## src/rtl/core/hvsf_pkg.sv

```systemverilog
// Shared types, constants and register indexes of the voxel surface fill block.
package hvsf_pkg;

    localparam int unsigned CoordWidth = 64;
    localparam int unsigned VarWidth   = 16;
    localparam int unsigned CodeWidth  = 32;
    localparam int unsigned RemWidth   = VarWidth + 1;
    localparam int unsigned ModCells   = CoordWidth;
    localparam int unsigned IdxWidth   = 3;

    localparam logic [63:0] MIX_MUL1  = 64'hbf58476d1ce4e5b9;
    localparam logic [63:0] MIX_MUL2  = 64'h94d049bb133111eb;
    localparam logic [63:0] SIGN_FLIP = 64'h8000000000000000;

    localparam logic [IdxWidth-1:0] REG_WORLD_SEED   = 3'd0;
    localparam logic [IdxWidth-1:0] REG_REGION_HASH  = 3'd1;
    localparam logic [IdxWidth-1:0] REG_BASE_SURFACE = 3'd2;
    localparam logic [IdxWidth-1:0] REG_VARIATION    = 3'd3;
    localparam logic [IdxWidth-1:0] REG_TERRAIN_CODE = 3'd4;
    localparam logic [IdxWidth-1:0] REG_AIR_CODE     = 3'd5;

    typedef struct packed {
        logic signed [CoordWidth-1:0] block_x;
        logic signed [CoordWidth-1:0] block_y;
        logic signed [CoordWidth-1:0] block_z;
    } hvsf_in_t;

    typedef struct packed {
        logic signed [CoordWidth-1:0] surf_height;
        logic                         solid;
        logic [CodeWidth-1:0]         cell_code;
    } hvsf_out_t;

    // One word travelling down the modulo chain
    typedef struct packed {
        logic                  valid;
        logic [CoordWidth-1:0] block_y;
        logic [RemWidth-1:0]   rem;
        logic [CoordWidth-1:0] dividend;
    } hvsf_mod_t;

    function automatic logic [63:0] mul32(input logic [31:0] a, input logic [31:0] b);
        logic [63:0] r;
        r = 64'(a) * 64'(b);
        return r;
    endfunction

endpackage

```

## src/rtl/core/hvsf_mod_cell.sv

```systemverilog
// One restoring-division step of the modulo chain: one dividend bit per cell.
module hvsf_mod_cell (
    input  logic                                aclk,
    input  logic                                aresetn,
    input  logic                                en,
    input  logic [hvsf_pkg::RemWidth-1:0]       divisor,
    input  hvsf_pkg::hvsf_mod_t                 cell_in,
    output hvsf_pkg::hvsf_mod_t                 cell_out
);

    logic                           valid_reg;
    logic [hvsf_pkg::CoordWidth-1:0] y_reg, dividend_reg;
    logic [hvsf_pkg::RemWidth-1:0]  rem_reg, rem_next;
    logic [hvsf_pkg::RemWidth:0]    trial;

    // shift in the next dividend bit, subtract when it fits
    assign trial = {cell_in.rem, cell_in.dividend[hvsf_pkg::CoordWidth-1]};

    always_comb begin
        if (trial >= {1'b0, divisor}) begin
            rem_next = hvsf_pkg::RemWidth'(trial - {1'b0, divisor});
        end else begin
            rem_next = trial[hvsf_pkg::RemWidth-1:0];
        end
    end

    always_ff @(posedge aclk) begin
        if (!aresetn) begin
            valid_reg <= 1'b0;
        end else if (en) begin
            valid_reg <= cell_in.valid;
        end
    end

    always_ff @(posedge aclk) begin
        if (en) begin
            y_reg        <= cell_in.block_y;
            rem_reg      <= rem_next;
            dividend_reg <= {cell_in.dividend[hvsf_pkg::CoordWidth-2:0], 1'b0};
        end
    end

    assign cell_out = '{valid: valid_reg, block_y: y_reg, rem: rem_reg,
                        dividend: dividend_reg};

endmodule

```

## config.mk

```make
export PLATFORM = sky130hd
export DESIGN_NAME = hvsf_mod_cell
export DESIGN_NICKNAME = d
export VERILOG_FILES = /design/src/rtl/core/hvsf_pkg.sv /design/src/rtl/core/hvsf_mod_cell.sv
export SDC_FILE = /design/constraint.sdc
export NUM_CORES = 1
export LEC_CHECK = 0
export BUFFER_PORTS_ARGS = -buffer_cell sky130_fd_sc_hd__buf_2
export CAP_MARGIN = 20
export CORE_AREA = 4 4 118 120
export DETAILED_ROUTE_END_ITERATION = 8
export DIE_AREA = 0 0 122 124
export PLACE_DENSITY = 0.79
export SYNTH_ARGS = -nofsm -noshare
export SYNTH_HDL_FRONTEND = slang
export SYNTH_SLANG_ARGS = --single-unit
export TNS_END_PERCENT = 100
```

## constraint.sdc

```tcl
create_clock -name aclk -period 3.7 [get_ports aclk]
set_input_delay 0.74 -clock aclk [delete_from_list [all_inputs] [get_ports aclk]]
set_output_delay 0.74 -clock aclk [all_outputs]
set_load 0.005 [all_outputs]
```

== Word-level counts from Yosys, hierarchy flattened ==
Cells that the tools add are included.

* Logic and storage cells: 7
* Output and inout port bits: 146
* Input port bits: 166
* Register bits after elaboration: 145

* Mux-type cells: 1
* $add $sub $neg: 1
* Magnitude comparators: 1

{| class="wikitable"
|+ Operators by type and width
! kind !! number
|-
| $ge A18 B17 Y1 || 1
|-
| $mux W17 || 1
|-
| $sub A17 B17 Y17 || 1
|}

== Logic depth before layout (Yosys ltp) ==
* Depth after elaboration: 2
* Depth in mapped cells: 11

== Worst setup path before layout ==
OpenSTA, ideal clock, no wires.

* Path kind: in2reg
* From: input port cell_in[63] (netlist bit)
* To: register rem_reg[10] (netlist bit), data pin
* Data arrival time: 2.699 ns
* Setup time: 0.260 ns
* Path slack: 0.741 ns
* Path buffers: 1
* Cell stages on the path: 11
* Path through: inv_1 > ha_1 > inv_1 > fa_1 > a21oi_2 > o211ai_2 > a21oi_2 > o31a_1 > o41ai_4 > buf_6 > mux2_4

* Longest elaborated chain between the ends: 2

{| class="wikitable"
|+ Ends and longest elaborated chain
! element !! line !! RTL
|-
| start: declaration || hvsf_mod_cell.sv:7 || <nowiki>input hvsf_pkg::hvsf_mod_t cell_in,</nowiki>
|-
| $sub A17 B17 Y17 or $ge A18 B17 Y1 (tied branches) || hvsf_mod_cell.sv:21, hvsf_mod_cell.sv:20 ||
|-
| $mux W17 (*) || hvsf_mod_cell.sv:20 || <nowiki>if (trial >= {1'b0, divisor}) begin</nowiki>
|-
| net rem_next (one bit) || hvsf_mod_cell.sv:13 || <nowiki>logic [hvsf_pkg::RemWidth-1:0] rem_reg, rem_next;</nowiki>
|-
| end signal: assignment || hvsf_mod_cell.sv:38 || <nowiki>rem_reg <= rem_next;</nowiki>
|-
| end: declaration || hvsf_mod_cell.sv:13 ||
|}

Mark *: on every way through the listed nets, which the timed path passes. The rest lies on a longest branch.
A chain may end at the register's enable or synchronous reset.

== Worst setup path after layout ==
* From: input port cell_in[63] (netlist bit)
* To: register rem_reg[1] (netlist bit), data pin

The elaborated chain is that of the path after synthesis.

==> impl_results.md <==
* Ant diodes at 0
* Post-Syn Nets at 493
* Total clock sinks at 145
* CTS max path bufs at 2
* Area after DPL at 7360 µm²
* Root Buffer: clkbuf_16
* Detailed placement HPWL at 12200 µm
* Slew Limit Fails at 0
* Number of global-route vias before repair at 3921
* Design Area, Final at 7940 µm²
* Detailed Route WL at 15700 µm
* GRT Total Usage at 19.3%
* Crit path required time at 3860 ps
* Setup Buffers After CTS at 0
* Global route overflow at 0
* Leakage at 3.55 nW
* Crit path time final at 3150 ps
* Final hold violations at 0
* Hold buffer count at cts at 0
* I/O Pins at 312
* Worst slew pin tran at 767 ps
* Layout area overhead at 41.9%
* CTS tree: built
* CTS buffer count at 17
* Nets at 819
* Routed WL per cell at 19.0 µm
* I/O Buffers at 310
* Starting density of the core at 43.1%
* WS Path Type: input port to flop
* Iter 0 DRT Violations at 273
* CP Launch Type: input port
* CP max stage delay at 660 ps
* DR pass1 iterations at 4
* RD Place Congestion at 0.895
* Clock Latency Late Sink at 410 ps
* H-tree level count at 4
* Status: finished clean
* Syn avg cell area at 18.1 µm²
* Core area at 13000 µm²
* Pre-CTS setup slack at 160 ps
* Final core utilization at 61.2%
* Synthesized netlist cell count at 309
* Final critical-path setup slack at 550 ps
* Clk_skew at 0 ps
* Async set-or-reset flop fraction in the synthesized netlist at 0%
* Die area at 15100 µm²
* Post-synth top flop: edfxtp_1
* MaxCap Viol Count at 0
* Final Cycle Share at 85.1%
* First-pass GRT wire length at 21300 µm
* Critical-path cell with the highest stage delay: o41ai_4
* Crit path DAT at 3310 ps
* Critical path, cell by cell: buf_2, inv_1, ha_1, inv_1, fa_1, a21oi_2, o211ai_2, a21oi_2, o31a_1, o41ai_4, buf_4, mux2_2
* P per Cell Area at 528 nW/µm²
* Netlist cell types at 48
* TNS Setup at 0 ps
* Synth Register Bits at 145
* Crit-path max FO at 11
* Largest net degree at the start of global routing at 83
* Die height at 124 µm
* Clock Pin Slew Worst Setup and Hold Paths at 70 ps
* Synth Cell Area at 5600 µm²
* ANT nets after route at 0
* # DRC at 0
* Worst Hold Class: input port to flop
* Fmax at 318 MHz
* RSZ-0062 raised after global routing: no
* CP Capture Type: flop
* Number of vias per cell at 4.81
* Initial antenna violation count at 3
* VDD IR-drop max at 0.238 mV
* Final setup fails at 0
* Post-synthesis sequential area ratio at 77.6%
* Slew HR at 48.9%
* Number of flip-flops under the largest register name at 64
* Row Count at 42
* YS warnings at 0
* Share of post-route cells with drive strength above 1 at 56.5%
* Fillers at 1023
* Vias at 3965
* Cts repair resizes at 0
* Die X at 122 µm
* Number of synthesized flops with an enable pin at 144
[report_power, final]
group / internal, mW / switching, mW / total (mW)
sequential: 1.98 / 0.0357 / 2.01
combinational: 0.270 / 0.275 / 0.545
clock: 0.949 / 0.687 / 1.64
total: 3.19 / 0.998 / 4.19
[final timing paths]
path / from / to / slack [ps] / depth (start not counted)
max: cell_in[63] / rem_reg[1]$_DFFE_PP_ / 550 / 12
min: cell_in[124] / y_reg[43]$_DFFE_PP_ / 510 / 1
max reg2reg: valid_reg$_SDFFE_PN0P_ / valid_reg$_SDFFE_PN0P_ / 3110 / 2
min reg2reg: valid_reg$_SDFFE_PN0P_ / valid_reg$_SDFFE_PN0P_ / 520 / 2
[cell families after synthesis]
family | Yosys count | share of synthesized area [%]
flops | 145 | 77.6
simple gates | 44 | 3.94
compound gates | 43 | 5.93
buf+inv | 28 | 2.19
mux | 19 | 4.36
fa+ha+maj | 18 | 4.16
xor+xnor | 11 | 1.72
other cells | 1 | 0.0670
[layout make-up]
| cell class | count | area (µm²) | share of cell area (%) |
|---|---|---|---|
| flip-flops and latches | 145 | 4340 | 54.7 |
| clock buffers | 18 | 429 | 5.41 |
| inverters | 23 | 86.3 | 1.09 |
| clock inverters | 14 | 145 | 1.83 |
| multi-input cells | 136 | 1130 | 14.2 |
| well taps | 176 | 220 | 2.77 |
| repair buffers | 312 | 1590 | 20.0 |
[worst max-delay path: cells and delay by family]
family / cells / cell delay [ps]
fa+ha+maj: 2 / 420
compound gates: 5 / 1230
mux: 1 / 360
buf+inv: 4 / 560
[placed cells by master, fill, tap and decap left out, types with 3 or more instances in the layout]
| cell | count |
|---|---|
| nand2_1 | 10 |
| nand3_1 | 5 |
| a21oi_1 | 12 |
| o21ai_0 | 7 |
| ha_1 | 17 |
| clkbuf_16 | 17 |
| xor2_1 | 7 |
| xnor2_1 | 4 |
| edfxtp_1 | 144 |
| nand4_1 | 3 |
| nor2_1 | 9 |
| mux2_2 | 7 |
| mux2_4 | 9 |
| buf_2 | 309 |
| clkinvlp_4 | 3 |
| inv_1 | 23 |
| mux2i_1 | 3 |
| inv_6 | 6 |
| nor3_1 | 5 |
[through the flow]
stage	total power, mW	hold WS [ps]	instances
after floorplan	2.27	484	309
after global placement	2.57	494	792
after detailed placement	2.59	512	792
after CTS	4.24	482	824
after global routing	4.38	470	824
final	4.19	505	824
[Yosys cell counts, drive strengths merged, types with 5 or more instances]
master	count	area share (%)
inv	23	1.5
nor3	5	0.45
mux2	16	3.8
edfxtp	144	77
nor2	9	0.60
a21oi	14	1.4
o21ai	8	0.72
buf	5	0.65
ha	17	3.8
nand3	5	0.45
xor2	7	1.1
nand2	11	0.78
[layer usage]
layer	part of all wire [%]	GRT usage, %
met1	34	20.1
met2	53	34.5
met3	11	8.90
met4	1.4	6.44
met5	0.26	0
(Power assumes the default switching activity.)
